## config.mk

```make
export PLATFORM = sky130hd
export DESIGN_NAME = matrix4_multiply
export DESIGN_NICKNAME = d
export VERILOG_FILES = /design/src/hw/rtl/mm4_pkg.sv /design/src/hw/rtl/mm4_front.sv /design/src/hw/rtl/mm4_queue.sv /design/src/hw/rtl/mm4_back.sv /design/src/hw/rtl/matrix4_multiply.sv
export VERILOG_INCLUDE_DIRS = /design/src /design/src/hw/rtl
export SDC_FILE = /design/constraint.sdc
export NUM_CORES = 2
export LEC_CHECK = 0
export ABC_AREA = 1
export ABC_CLOCK_PERIOD_IN_PS = 7300
export BUFFER_PORTS_ARGS = -buffer_cell sky130_fd_sc_hd__buf_2
export CORE_AREA = 2 2 525 318
export CTS_BUF_LIST = sky130_fd_sc_hd__clkbuf_8 sky130_fd_sc_hd__clkbuf_16
export DETAILED_ROUTE_END_ITERATION = 12
export DIE_AREA = 0 0 527 320
export PLACE_DENSITY = 0.78
export SYNTH_ARGS = -nofsm -noshare
export SYNTH_HDL_FRONTEND = slang
export SYNTH_SLANG_ARGS = --single-unit
```

## constraint.sdc

```tcl
create_clock -name clock -period 7.3 [get_ports clock]
set_input_delay 1.46 -clock clock [delete_from_list [all_inputs] [get_ports clock]]
set_output_delay 1.46 -clock clock [all_outputs]
set_load 0.005 [all_outputs]
```

## src/hw/rtl/matrix4_multiply_defines.svh

```systemverilog
// ----------------------------------------------------------------------------
// matrix4_multiply assertion macros
// shared concurrent assertion forms for the matrix multiply block
// ----------------------------------------------------------------------------
`ifndef MATRIX4_MULTIPLY_DEFINES_SVH
`define MATRIX4_MULTIPLY_DEFINES_SVH

// same-cycle implication, disabled during reset
`define MM4_ASSERT_NOW(label, clk, rst, ante, cons) \
   label: assert property (@(posedge clk) disable iff (rst) (ante) |-> (cons)) \
      else $error("matrix4_multiply: same-cycle check failed");

// next-cycle implication, disabled during reset
`define MM4_ASSERT_NEXT(label, clk, rst, ante, cons) \
   label: assert property (@(posedge clk) disable iff (rst) (ante) |=> (cons)) \
      else $error("matrix4_multiply: next-cycle check failed");

`endif

```

## src/hw/rtl/mm4_pkg.sv

```systemverilog
// ----------------------------------------------------------------------------
// mm4_pkg
// types and constants shared by the matrix multiply front, queue and back
// ----------------------------------------------------------------------------
`timescale 1ns / 1ps

package mm4_pkg;

   localparam int MATRIX_DIM_DEFAULT    = 4;
   localparam int FRACTION_BITS_DEFAULT = 16;

   localparam int MODE_W = 2;
   localparam int IDX_W  = 4;
   localparam int VAL_W  = 32;

   localparam logic [MODE_W-1:0] MODE_LOAD_LEFT  = 2'd0;
   localparam logic [MODE_W-1:0] MODE_LOAD_RIGHT = 2'd1;
   localparam logic [MODE_W-1:0] MODE_MULTIPLY   = 2'd2;

   localparam int QUEUE_DEPTH = 4;
   localparam int QA_W        = $clog2(QUEUE_DEPTH);

   typedef enum logic [1:0] {
      CMD_LOAD_LEFT,
      CMD_LOAD_RIGHT,
      CMD_MULTIPLY
   } cmd_type;

   typedef struct packed {
      cmd_type           cmd;
      logic [IDX_W-1:0]  addr;
      logic [VAL_W-1:0]  value;
   } queue_entry_type;

   typedef enum logic [1:0] {
      BK_IDLE,
      BK_READ,
      BK_WAIT
   } back_state_type;

endpackage

```

## src/hw/rtl/mm4_front.sv

```systemverilog
// ----------------------------------------------------------------------------
// mm4_front
// accepts requests, decodes the mode and drops unused modes and indexes
// ----------------------------------------------------------------------------
`timescale 1ns / 1ps

module mm4_front
   import mm4_pkg::*;
#(
   parameter int MATRIX_DIM = MATRIX_DIM_DEFAULT
) (
   input  logic                    req_valid,
   output logic                    req_ready,
   input  logic [MODE_W-1:0]       req_mode,
   input  logic [IDX_W-1:0]        req_element_index,
   input  logic signed [VAL_W-1:0] req_element_value,
   input  logic                    queue_full,
   output logic                    push,
   output queue_entry_type         push_entry
);

   localparam int CELLS = MATRIX_DIM * MATRIX_DIM;

   logic keep;
   logic in_range;

   assign in_range = 32'(req_element_index) < CELLS;

   always_comb begin
      keep             = 1'b0;
      push_entry.cmd   = CMD_MULTIPLY;
      push_entry.addr  = req_element_index;
      push_entry.value = req_element_value;
      case (req_mode)
         MODE_LOAD_LEFT: begin
            keep           = in_range;
            push_entry.cmd = CMD_LOAD_LEFT;
         end
         MODE_LOAD_RIGHT: begin
            keep           = in_range;
            push_entry.cmd = CMD_LOAD_RIGHT;
         end
         MODE_MULTIPLY: begin
            keep           = 1'b1;
            push_entry.cmd = CMD_MULTIPLY;
         end
         default: begin
            keep = 1'b0;
         end
      endcase
   end

   // dropped requests are still accepted, they just never reach the queue
   assign req_ready = !queue_full;
   assign push      = req_valid && !queue_full && keep;

endmodule

```

## src/hw/rtl/mm4_queue.sv

```systemverilog
// ----------------------------------------------------------------------------
// mm4_queue
// short command queue between the front and the back
// ----------------------------------------------------------------------------
`timescale 1ns / 1ps

`include "matrix4_multiply_defines.svh"

module mm4_queue
   import mm4_pkg::*;
(
   input  logic            clock,
   input  logic            reset,
   input  logic            push,
   input  queue_entry_type push_entry,
   input  logic            pop,
   output queue_entry_type head,
   output logic            empty,
   output logic            full
);

   queue_entry_type q_mem [QUEUE_DEPTH];

   logic [QA_W-1:0] wr_ptr_ff, wr_ptr_in;
   logic [QA_W-1:0] rd_ptr_ff, rd_ptr_in;
   logic [QA_W:0]   count_ff,  count_in;

   assign empty = (count_ff == '0);
   assign full  = (count_ff == (QA_W+1)'(QUEUE_DEPTH));
   assign head  = q_mem[rd_ptr_ff];

   always_comb begin
      wr_ptr_in = wr_ptr_ff;
      rd_ptr_in = rd_ptr_ff;
      count_in  = count_ff;
      if (push) begin
         wr_ptr_in = (wr_ptr_ff == QA_W'(QUEUE_DEPTH-1)) ? '0 : wr_ptr_ff + 1'b1;
      end
      if (pop) begin
         rd_ptr_in = (rd_ptr_ff == QA_W'(QUEUE_DEPTH-1)) ? '0 : rd_ptr_ff + 1'b1;
      end
      if (push && !pop) begin
         count_in = count_ff + 1'b1;
      end else if (pop && !push) begin
         count_in = count_ff - 1'b1;
      end
   end

   always_ff @(posedge clock) begin
      if (reset) begin
         wr_ptr_ff <= '0;
         rd_ptr_ff <= '0;
         count_ff  <= '0;
      end else begin
         wr_ptr_ff <= wr_ptr_in;
         rd_ptr_ff <= rd_ptr_in;
         count_ff  <= count_in;
      end
   end

   always_ff @(posedge clock) begin
      if (push) begin
         q_mem[wr_ptr_ff] <= push_entry;
      end
   end

   `MM4_ASSERT_NOW(a_no_push_full, clock, reset, full, !push)
   `MM4_ASSERT_NOW(a_no_pop_empty, clock, reset, empty, !pop)
   `MM4_ASSERT_NOW(a_count_bound, clock, reset, 1'b1, count_ff <= (QA_W+1)'(QUEUE_DEPTH))

endmodule

```

## src/hw/rtl/mm4_back.sv

```systemverilog
// ----------------------------------------------------------------------------
// mm4_back
// matrix stores, shared multiply-accumulate unit and result register
// ----------------------------------------------------------------------------
`timescale 1ns / 1ps

`include "matrix4_multiply_defines.svh"

module mm4_back
   import mm4_pkg::*;
#(
   parameter int MATRIX_DIM    = MATRIX_DIM_DEFAULT,
   parameter int FRACTION_BITS = FRACTION_BITS_DEFAULT
) (
   input  logic                    clock,
   input  logic                    reset,
   input  queue_entry_type         head,
   input  logic                    queue_empty,
   output logic                    pop,
   output logic                    rsp_valid,
   input  logic                    rsp_ready,
   output logic [IDX_W-1:0]        rsp_result_index,
   output logic signed [VAL_W-1:0] rsp_result_value,
   output logic                    rsp_saturated,
   output logic                    rsp_last
);

   localparam int CELLS = MATRIX_DIM * MATRIX_DIM;
   localparam int CIDX  = $clog2(CELLS);
   localparam int DW    = $clog2(MATRIX_DIM);
   localparam int PROD_W = 2 * VAL_W;
   localparam int ACC_W = PROD_W + $clog2(MATRIX_DIM);

   back_state_type state_ff, state_in;

   logic [VAL_W-1:0] left_mem  [CELLS];
   logic [VAL_W-1:0] right_mem [CELLS];
   logic [CELLS-1:0] left_vld_ff, right_vld_ff;

   logic [DW-1:0]   row_ff, row_in;
   logic [DW-1:0]   col_ff, col_in;
   logic [DW-1:0]   k_ff, k_in;
   logic [CIDX-1:0] pos_ff, pos_in;

   logic [CIDX-1:0] left_addr, right_addr, wr_addr;
   logic            issue, load_out, out_free;
   logic            k_end, pos_end;

   logic [VAL_W-1:0] left_rd_ff, right_rd_ff;
   logic             left_ok_ff, right_ok_ff;
   logic             s1_vld_ff, s1_first_ff, s1_last_ff;
   logic signed [VAL_W-1:0]  a_op, b_op;
   logic signed [PROD_W-1:0] prod_ff;
   logic             s2_vld_ff, s2_first_ff, s2_last_ff;
   logic signed [ACC_W-1:0]  acc_ff, acc_in;
   logic             done_ff, done_in;

   logic signed [ACC_W-1:0] shifted;
   logic [ACC_W-32:0]       upper;
   logic                    clip;
   logic [VAL_W-1:0]        sat_value;

   logic                    rsp_valid_ff, rsp_valid_in;
   logic [IDX_W-1:0]        rsp_index_ff;
   logic signed [VAL_W-1:0] rsp_value_ff;
   logic                    rsp_sat_ff, rsp_last_ff;

   assign k_end     = (k_ff == DW'(MATRIX_DIM-1));
   assign pos_end   = (pos_ff == CIDX'(CELLS-1));
   assign out_free  = !rsp_valid_ff || rsp_ready;
   assign left_addr  = CIDX'(row_ff) + CIDX'(k_ff) * CIDX'(MATRIX_DIM);
   assign right_addr = CIDX'(k_ff) + CIDX'(col_ff) * CIDX'(MATRIX_DIM);
   assign wr_addr    = CIDX'(head.addr);

   // next state
   always_comb begin
      state_in = state_ff;
      case (state_ff)
         BK_IDLE: begin
            if (!queue_empty && head.cmd == CMD_MULTIPLY) begin
               state_in = BK_READ;
            end
         end
         BK_READ: begin
            if (k_end) begin
               state_in = BK_WAIT;
            end
         end
         BK_WAIT: begin
            if (done_ff && out_free) begin
               state_in = pos_end ? BK_IDLE : BK_READ;
            end
         end
         default: begin
            state_in = BK_IDLE;
         end
      endcase
   end

   // fsm outputs
   always_comb begin
      pop      = 1'b0;
      issue    = 1'b0;
      load_out = 1'b0;
      case (state_ff)
         BK_IDLE:  pop      = !queue_empty;
         BK_READ:  issue    = 1'b1;
         BK_WAIT:  load_out = done_ff && out_free;
         default:  pop      = 1'b0;
      endcase
   end

   // element counters, column outer and row inner
   always_comb begin
      row_in = row_ff;
      col_in = col_ff;
      k_in   = k_ff;
      pos_in = pos_ff;
      if (pop) begin
         row_in = '0;
         col_in = '0;
         k_in   = '0;
         pos_in = '0;
      end else if (issue) begin
         k_in = k_end ? '0 : k_ff + 1'b1;
      end else if (load_out) begin
         pos_in = pos_ff + 1'b1;
         if (row_ff == DW'(MATRIX_DIM-1)) begin
            row_in = '0;
            col_in = col_ff + 1'b1;
         end else begin
            row_in = row_ff + 1'b1;
         end
      end
   end

   always_ff @(posedge clock) begin
      if (reset) begin
         state_ff <= BK_IDLE;
         row_ff   <= '0;
         col_ff   <= '0;
         k_ff     <= '0;
         pos_ff   <= '0;
      end else begin
         state_ff <= state_in;
         row_ff   <= row_in;
         col_ff   <= col_in;
         k_ff     <= k_in;
         pos_ff   <= pos_in;
      end
   end

   // stores: entries never written read as zero through the valid bits
   always_ff @(posedge clock) begin
      if (reset) begin
         left_vld_ff  <= '0;
         right_vld_ff <= '0;
      end else if (pop && head.cmd == CMD_LOAD_LEFT) begin
         left_vld_ff[wr_addr] <= 1'b1;
      end else if (pop && head.cmd == CMD_LOAD_RIGHT) begin
         right_vld_ff[wr_addr] <= 1'b1;
      end
   end

   always_ff @(posedge clock) begin
      if (pop && head.cmd == CMD_LOAD_LEFT) begin
         left_mem[wr_addr] <= head.value;
      end
      left_rd_ff <= left_mem[left_addr];
      left_ok_ff <= left_vld_ff[left_addr];
   end

   always_ff @(posedge clock) begin
      if (pop && head.cmd == CMD_LOAD_RIGHT) begin
         right_mem[wr_addr] <= head.value;
      end
      right_rd_ff <= right_mem[right_addr];
      right_ok_ff <= right_vld_ff[right_addr];
   end

   assign a_op = left_ok_ff  ? $signed(left_rd_ff)  : '0;
   assign b_op = right_ok_ff ? $signed(right_rd_ff) : '0;

   // accumulate; the sum restarts on the first term of each element
   always_comb begin
      acc_in  = acc_ff;
      done_in = done_ff;
      if (s2_vld_ff) begin
         acc_in = (s2_first_ff ? '0 : acc_ff) +
                  $signed({{(ACC_W-PROD_W){prod_ff[PROD_W-1]}}, prod_ff});
         if (s2_last_ff) begin
            done_in = 1'b1;
         end
      end else if (load_out) begin
         done_in = 1'b0;
      end
   end

   always_ff @(posedge clock) begin
      if (reset) begin
         s1_vld_ff <= 1'b0;
         s2_vld_ff <= 1'b0;
         done_ff   <= 1'b0;
      end else begin
         s1_vld_ff <= issue;
         s2_vld_ff <= s1_vld_ff;
         done_ff   <= done_in;
      end
   end

   always_ff @(posedge clock) begin
      s1_first_ff <= (k_ff == '0);
      s1_last_ff  <= k_end;
      s2_first_ff <= s1_first_ff;
      s2_last_ff  <= s1_last_ff;
      prod_ff     <= a_op * b_op;
      acc_ff      <= acc_in;
   end

   // shift out the fraction and clip to 32 bits
   assign shifted = acc_ff >>> FRACTION_BITS;
   assign upper   = shifted[ACC_W-1:VAL_W-1];
   assign clip    = !((&upper) || !(|upper));

   always_comb begin
      if (!clip) begin
         sat_value = shifted[VAL_W-1:0];
      end else if (shifted[ACC_W-1]) begin
         sat_value = {1'b1, {(VAL_W-1){1'b0}}};
      end else begin
         sat_value = {1'b0, {(VAL_W-1){1'b1}}};
      end
   end

   always_comb begin
      rsp_valid_in = rsp_valid_ff;
      if (load_out) begin
         rsp_valid_in = 1'b1;
      end else if (rsp_ready) begin
         rsp_valid_in = 1'b0;
      end
   end

   always_ff @(posedge clock) begin
      if (reset) begin
         rsp_valid_ff <= 1'b0;
      end else begin
         rsp_valid_ff <= rsp_valid_in;
      end
   end

   always_ff @(posedge clock) begin
      if (load_out) begin
         rsp_index_ff <= IDX_W'(pos_ff);
         rsp_value_ff <= $signed(sat_value);
         rsp_sat_ff   <= clip;
         rsp_last_ff  <= pos_end;
      end
   end

   assign rsp_valid        = rsp_valid_ff;
   assign rsp_result_index = rsp_index_ff;
   assign rsp_result_value = rsp_value_ff;
   assign rsp_saturated    = rsp_sat_ff;
   assign rsp_last         = rsp_last_ff;

   `MM4_ASSERT_NOW(a_done_only_waiting, clock, reset, done_ff, state_ff == BK_WAIT)
   `MM4_ASSERT_NOW(a_idle_drained, clock, reset, state_ff == BK_IDLE,
                   !s1_vld_ff && !s2_vld_ff && !done_ff)
   `MM4_ASSERT_NEXT(a_load_shows, clock, reset, load_out, rsp_valid_ff)

endmodule

```

## src/hw/rtl/matrix4_multiply.sv

```systemverilog
// ----------------------------------------------------------------------------
// matrix4_multiply
// load requests are written into their store as the back unit pops them
// a multiply emits MATRIX_DIM*MATRIX_DIM results, computed one at a time
// by the single multiply-accumulate unit; the next waits for a free output
// requests are accepted while the four-entry queue has room
// synchronous reset empties the queue; both stores then read as zero
// ----------------------------------------------------------------------------
`timescale 1ns / 1ps

module matrix4_multiply
   import mm4_pkg::*;
#(
   parameter int MATRIX_DIM    = MATRIX_DIM_DEFAULT,
   parameter int FRACTION_BITS = FRACTION_BITS_DEFAULT
) (
   input  logic                    clock,
   input  logic                    reset,
   input  logic                    req_valid,
   output logic                    req_ready,
   input  logic [MODE_W-1:0]       req_mode,
   input  logic [IDX_W-1:0]        req_element_index,
   input  logic signed [VAL_W-1:0] req_element_value,
   output logic                    rsp_valid,
   input  logic                    rsp_ready,
   output logic [IDX_W-1:0]        rsp_result_index,
   output logic signed [VAL_W-1:0] rsp_result_value,
   output logic                    rsp_saturated,
   output logic                    rsp_last
);

   logic            push, pop, q_empty, q_full;
   queue_entry_type push_entry, head;

   mm4_front #(
      .MATRIX_DIM (MATRIX_DIM)
   ) u_front (
      .req_valid         (req_valid),
      .req_ready         (req_ready),
      .req_mode          (req_mode),
      .req_element_index (req_element_index),
      .req_element_value (req_element_value),
      .queue_full        (q_full),
      .push              (push),
      .push_entry        (push_entry)
   );

   mm4_queue u_queue (
      .clock      (clock),
      .reset      (reset),
      .push       (push),
      .push_entry (push_entry),
      .pop        (pop),
      .head       (head),
      .empty      (q_empty),
      .full       (q_full)
   );

   mm4_back #(
      .MATRIX_DIM    (MATRIX_DIM),
      .FRACTION_BITS (FRACTION_BITS)
   ) u_back (
      .clock            (clock),
      .reset            (reset),
      .head             (head),
      .queue_empty      (q_empty),
      .pop              (pop),
      .rsp_valid        (rsp_valid),
      .rsp_ready        (rsp_ready),
      .rsp_result_index (rsp_result_index),
      .rsp_result_value (rsp_result_value),
      .rsp_saturated    (rsp_saturated),
      .rsp_last         (rsp_last)
   );

endmodule
```

Word-level counts from Yosys, hierarchy flattened
Memories as Yosys holds them, arrays and structs flattened. A register that Yosys moved wholly into a read port is not among the register bits.
Cells that the tools add are included.
- register bits after elaboration: 229
- memory bits (writable): 1176
- input bits: 42
- output and inout bits: 40
- logic and storage cells: 140
- memories: 3
- add/subtract/negate cells: 11
- $mul: 1
- magnitude comparators: 4
- eq/ne operators: 16
- multiplexer cells: 40
- bitwise logic cells: 4
- reduce and logical (&&, ||, !) cells: 35
- memory list (name ; words ; bits a word ; rd ports ; clocked after Yosys merged registers in ; write ports ; line ; text):
    u_back.left_mem ; 16 ; 32 ; 1 ; 1 ; 1 ; mm4_back.sv:36 ; logic [VAL_W-1:0] left_mem [CELLS];
    u_back.right_mem ; 16 ; 32 ; 1 ; 1 ; 1 ; mm4_back.sv:37 ; logic [VAL_W-1:0] right_mem [CELLS];
    u_queue.q_mem ; 4 ; 38 ; 1 ; 1 ; 1 ; mm4_queue.sv:22 ; queue_entry_type q_mem [QUEUE_DEPTH];
- operators with widths (kind ; number):
    $mux W32 ; 4
    $add A66 B66 Y66 ; 1
    $mux W66 ; 1
    $mul A32 B32 Y64 ; 1
    $or A16 B16 Y16 ; 2
    $mux W1 ; 19
    $reduce_and A19 Y1 ; 1
    $reduce_or A19 Y1 ; 1
    $mux W2 ; 9
    $lt A4 B5 Y1 const B ; 3
    $eq A2 B2 Y1 const B ; 7
    $add A2 B1 Y2 const B ; 5
    $logic_and A1 B1 Y1 ; 9
    $add A2 B4 Y4 ; 2
    $bmux W1 S4 ; 2
    $logic_not A2 Y1 ; 4
    $logic_not A1 Y1 ; 7
    $eq A2 B1 Y1 const B ; 3
    $mux W3 ; 2
    $ne A2 B1 Y1 const B ; 3
    $pmux W2 S3 ; 1
    $reduce_and A2 Y1 ; 3
    $reduce_and A3 Y1 ; 2
    $reduce_bool A2 Y1 ; 3
    other kinds (14) ; 16

Logic depth before layout (Yosys ltp)
- word-level depth: 8
- mapped depth: 36
- depth with buffers taken out: 33

Modules after synthesis
From an unflattened synthesis, not the netlist that was laid out.
- cell total of the unflattened synthesis: 9608
- area total of the unflattened synthesis: 96986.8 um^2
- modules (own cells, without submodules) (module ; times used ; cells each ; area each (um^2)):
    mm4_back ; 1 ; 9137 ; 90571.9
    mm4_queue ; 1 ; 427 ; 6108.4
    mm4_front ; 1 ; 44 ; 306.5

Least setup slack after synthesis
No wires, ideal clock.
- kind: register to register
- start point: reg u_back.left_ok_ff
- end point: reg u_back.prod_ff[50]
- library setup time: 113 ps
- data arrival time: 7431 ps
- slack: -244 ps
- stages on the path, launching flop included: 28
- path buffers: 3
- path through: dfxtp_1 > clkbuf_1 > buf_2 > nand2_1 > clkbuf_1 > nor2_1 > fa_1 > fa_1 > fa_1 > fa_1 > inv_1 > fa_1 > inv_1 > fa_1 > inv_1 > fa_1 > fa_1 > inv_1 > ha_1 > nand2_1 > nor2_1 > inv_1 > nor3_1 > nand2_1 > nor3_1 > nand2_1 > nand4_1 > nand2_1
- cells in the longest elaborated chain, start to end: 2
- RTL lines (what ; line ; text):
    start: declaration ; mm4_back.sv:50 ; logic left_ok_ff, right_ok_ff;
    start signal: assignment ; mm4_back.sv:170 ; left_ok_ff <= left_vld_ff[left_addr];
    $mux W32 ; mm4_back.sv:181 ; assign a_op = left_ok_ff ? $signed(left_rd_ff) : '0;
    $mul A32 B32 Y64 ; mm4_back.sv:216 ; prod_ff <= a_op * b_op;
    end signal: assignment ; mm4_back.sv:216 ;
    end: declaration ; mm4_back.sv:53 ; logic signed [PROD_W-1:0] prod_ff;
No other way between the ends.
A chain may end at the register's enable or synchronous reset.

Worst setup path after layout
- start point: reg u_back.right_ok_ff
- end point: reg u_back.prod_ff[53]
- cells in the longest elaborated chain, start to end: 2
- RTL lines (what ; line ; text):
    start: declaration ; mm4_back.sv:50 ;
    start signal: assignment ; mm4_back.sv:178 ; right_ok_ff <= right_vld_ff[right_addr];
    $mux W32 ; mm4_back.sv:182 ; assign b_op = right_ok_ff ? $signed(right_rd_ff) : '0;
    $mul A32 B32 Y64 ; mm4_back.sv:216 ;
No other way between the ends.

==> qor.yml <==
critical_path:
  worst_path_most_repeated_cell: "fa_1"
  worst-setup-path-type: "reg -> reg"
  cpPeakStageDelay_ns: 0.66
  required_ns: 7.97
  worst-path-stages: 29
  r2r_cells: 29
  cp_slowest_cell: "fa_2"
  critPathArrivalTime_ns: 8.16
  cp_max_fo: 8
  cp.buffers_inverters: 10
  crit_family: "adder cells"
  worstSetupEndpointType: "flop"
  cp-start-kind: "flop"
synth:
  synthTopCellsByArea: "edfxtp_1 40%, fa_1 23%, nand2_1 6.1%"
  yosysTopAreaCellShare_pct: 39.9
  ys_seq_area_share_pct: 43.9
  synth_seq_cells: 1471
  synth_edf_count: 1280
  netlist_instances: 9549
  synth_cell_types: 41
  avgSynthCellArea_um2: 10.1
  ys_async_sr_fraction_pct: 0
  syn_nets: 10900
  synth.largest_area_cell: "edfxtp_1"
  yosys_most_used_dff: "edfxtp_1"
  ys_warn_count: 0
  syn_area_mm2: 0.0963
clock_tree:
  clk-insertion-delay-late_ns: 0.81
  cts-buffers-inserted: 140
  cts.sinks: 1471
  clock-root-buffer: "clkbuf_16"
  htreeDepth: 4
  ctsHoldBuffers: 0
  path_clk_slew_ns: 0.07
  clk_path_buf_depth: 4
  tritoncts: "done"
floorplanning:
  fp.coreArea_mm2: 0.163
  dieArea_mm2: 0.169
  rows: 115
  die_x_um: 527
  ios: 82
  initial_core_util_pct: 58.9
  die_h_um: 320
global_route:
  grt_max_degree: 183
  gr-total-overflow: 0
  first_global_vias: 74600
  grtUsageTotal_pct: 41.7
  grt_pass1_wl_um: 505000
  antenna_found_initial: 8
sta:
  clock_skew_ns: 0.0744
  tightest_slew_ns: 1.39
  finalCritPeriodShare_pct: 102
  slew_headroom_pct: 7.53
  whs_ns: 0.332
  fin_ws_ns: -0.182
  tns_ns: -1.65
  fmax_ghz: 0.134
  rsz0062_at_grt: "yes"
  setup_violations: 22
  fin_crit_ns: 7.48
  slew_viol_final: 0
  hold_viol_final: 0
placed_design:
  post-place-ws_ns: -1.35
  place_area_mm2: 0.106
  port_buffers: 81
  post-dp-hpwl_um: 264000
  gp_congestion: 1.06
route:
  top_layer: "met5"
  routed_wl_um: 353000
  via_count: 76300
  drt.antenna.violating_nets: 0
  dr.pass1.iters: 7
  vias_per_cell: 6.09
  wl_per_cell_um: 28.2
  route.met2.wl_um: 126000
  drc_errors: 0
  wl_met1_um: 152000
  detailroute.wirelength.met3_um: 67800
  drtIter0Drc: 12100
hold_path:
  hold_depth: 0
  hold_path.class: "reg -> reg"
layout:
  drive_above_1_share_pct: 17.3
  synthToLayoutAreaGrowth_pct: 18.1
  postLayoutCellArea_mm2: 0.114
  fin_nets: 11600
power_and_ir_drop:
  p_leak_nw: 48.5
  power.density_mw_per_mm2: 229
  total_power_w: 0.0261
  ir_drop_mv: 0.287
run:
  drv_cap: 0
status:
  violations: "negative setup slack"
  status: "finished, violations left"
[cell usage after synthesis (all sizes together), types with 2 or more instances]
| cell | count |
|---|---|
| inv | 1548 |
| a21oi | 223 |
| o21bai | 29 |
| nand2 | 1554 |
| clkinv | 19 |
| o22ai | 100 |
| a21o | 7 |
| nand3 | 211 |
| nor4 | 8 |
| dfxtp | 191 |
| a211oi | 3 |
| clkbuf | 324 |
| xnor2 | 8 |
| o21ai | 713 |
| o211ai | 68 |
| nor3 | 30 |
| a32oi | 6 |
| and2 | 2 |
| o221ai | 188 |
| fa | 1084 |
| a21boi | 3 |
| xor2 | 68 |
| ha | 259 |
| nand4 | 49 |
| edfxtp | 1280 |
| buf | 91 |
| nor2 | 1478 |
| nand3b | 3 |
[worst register-to-register path: cells and delay by family (launching register included)]
kind / cells / cell delay, ns
adder cells (fa/ha/maj): 9 / 4.63
AND/OR/NAND/NOR: 10 / 1.20
buffers and inverters: 10 / 1.17
flip-flops: 1 / 0.35
[cell usage in the layout (no fill, tap or decap), drive strengths merged, types with 2 or more instances in the layout]
master | synthesis | routed
a21boi | 3 | 3
a32oi | 6 | 6
edfxtp | 1280 | 1280
inv | 1548 | 1588
xnor2 | 8 | 8
o21bai | 29 | 29
xor2 | 68 | 68
and2 | 2 | 2
o21ai | 713 | 713
fa | 1084 | 1084
a211oi | 3 | 3
a21oi | 223 | 223
o211ai | 68 | 68
nor3 | 30 | 30
o221ai | 188 | 188
dfxtp | 191 | 191
a21o | 7 | 7
nand3b | 3 | 3
bufinv | 0 | 3
nand4 | 49 | 49
nor4 | 8 | 8
o22ai | 100 | 100
buf | 91 | 962
clkbuf | 324 | 158
clkinvlp | 0 | 14
clkinv | 19 | 54
nand3 | 211 | 211
diode | 0 | 5
ha | 259 | 259
nor2 | 1478 | 1478
nand2 | 1554 | 1554
[logic make-up after synthesis]
group           synth area share (%)
simple gates                    13.5
buf+inv                         7.86
flops                           43.9
fa+ha+maj                       25.9
compound gates                  8.19
xor+xnor                       0.691
[through the flow]
stage,utilization [%],std cells
2_1_floorplan,-,9549
3_3_place_gp,64.6,12200
3_5_place_dp,64.6,12200
4_1_cts,68.0,12500
5_1_grt,69.6,12500
6_report,69.6,12500
[final cells by class]
class | count | area, um^2
Fill cell | 11700 | 49700
Multi-Input combinational cell | 6096 | 49200
Sequential cell | 1471 | 42300
Timing Repair Buffer | 970 | 9320
Inverter | 1567 | 5980
Clock buffer | 151 | 3690
Tap cell | 2164 | 2710
Clock inverter | 92 | 515
Antenna cell | 5 | 12.5
[report_power, final]
part | switching [W] | internal (W) | total (W)
Combinational | 0.00537 | 0.00242 | 0.00779
Clock | 0.00324 | 0.00375 | 0.00699
Sequential | 0.000381 | 0.0109 | 0.0113
[layer usage]
metal,track usage (%),vias up
li1,-,32200
met1,66.9,37700
met2,49.4,5858
met3,21.1,567
met4,7.44,12
met5,1.22,-
[registers in the layout, summed over array words and instances, names as in the netlist, 4 cells and up, named ones only]
register                 flops
u_back.left_mem            512
u_back.right_mem           512
u_queue.q_mem              152
u_back.acc_ff               66
u_back.prod_ff              64
u_back.left_rd_ff           32
u_back.right_rd_ff          32
u_back.rsp_result_value     32
u_back.left_vld_ff          16
u_back.right_vld_ff         16
u_back.pos_ff                4
u_back.rsp_result_index      4
[worst paths after layout]
path	start	end	slack, ns
min reg2reg	u_back.s1_first_ff$_DFF_P_	u_back.s2_first_ff$_DFF_P_	0.33
max reg2reg	u_back.right_ok_ff$_DFF_P_	u_back.prod_ff[53]$_DFF_P_	-0.18
min	u_back.s1_first_ff$_DFF_P_	u_back.s2_first_ff$_DFF_P_	0.33
max	u_back.right_ok_ff$_DFF_P_	u_back.prod_ff[53]$_DFF_P_	-0.18
[repair_timing]
item | in CTS | in global routing
endpoints found under the setup margin | 46 | 49
resized for setup | 326 | 506
pin swaps | 49 | 118
cloned | 3 | 7
buffers inserted | 27 | 48
Power figures use the tool's default switching activity.
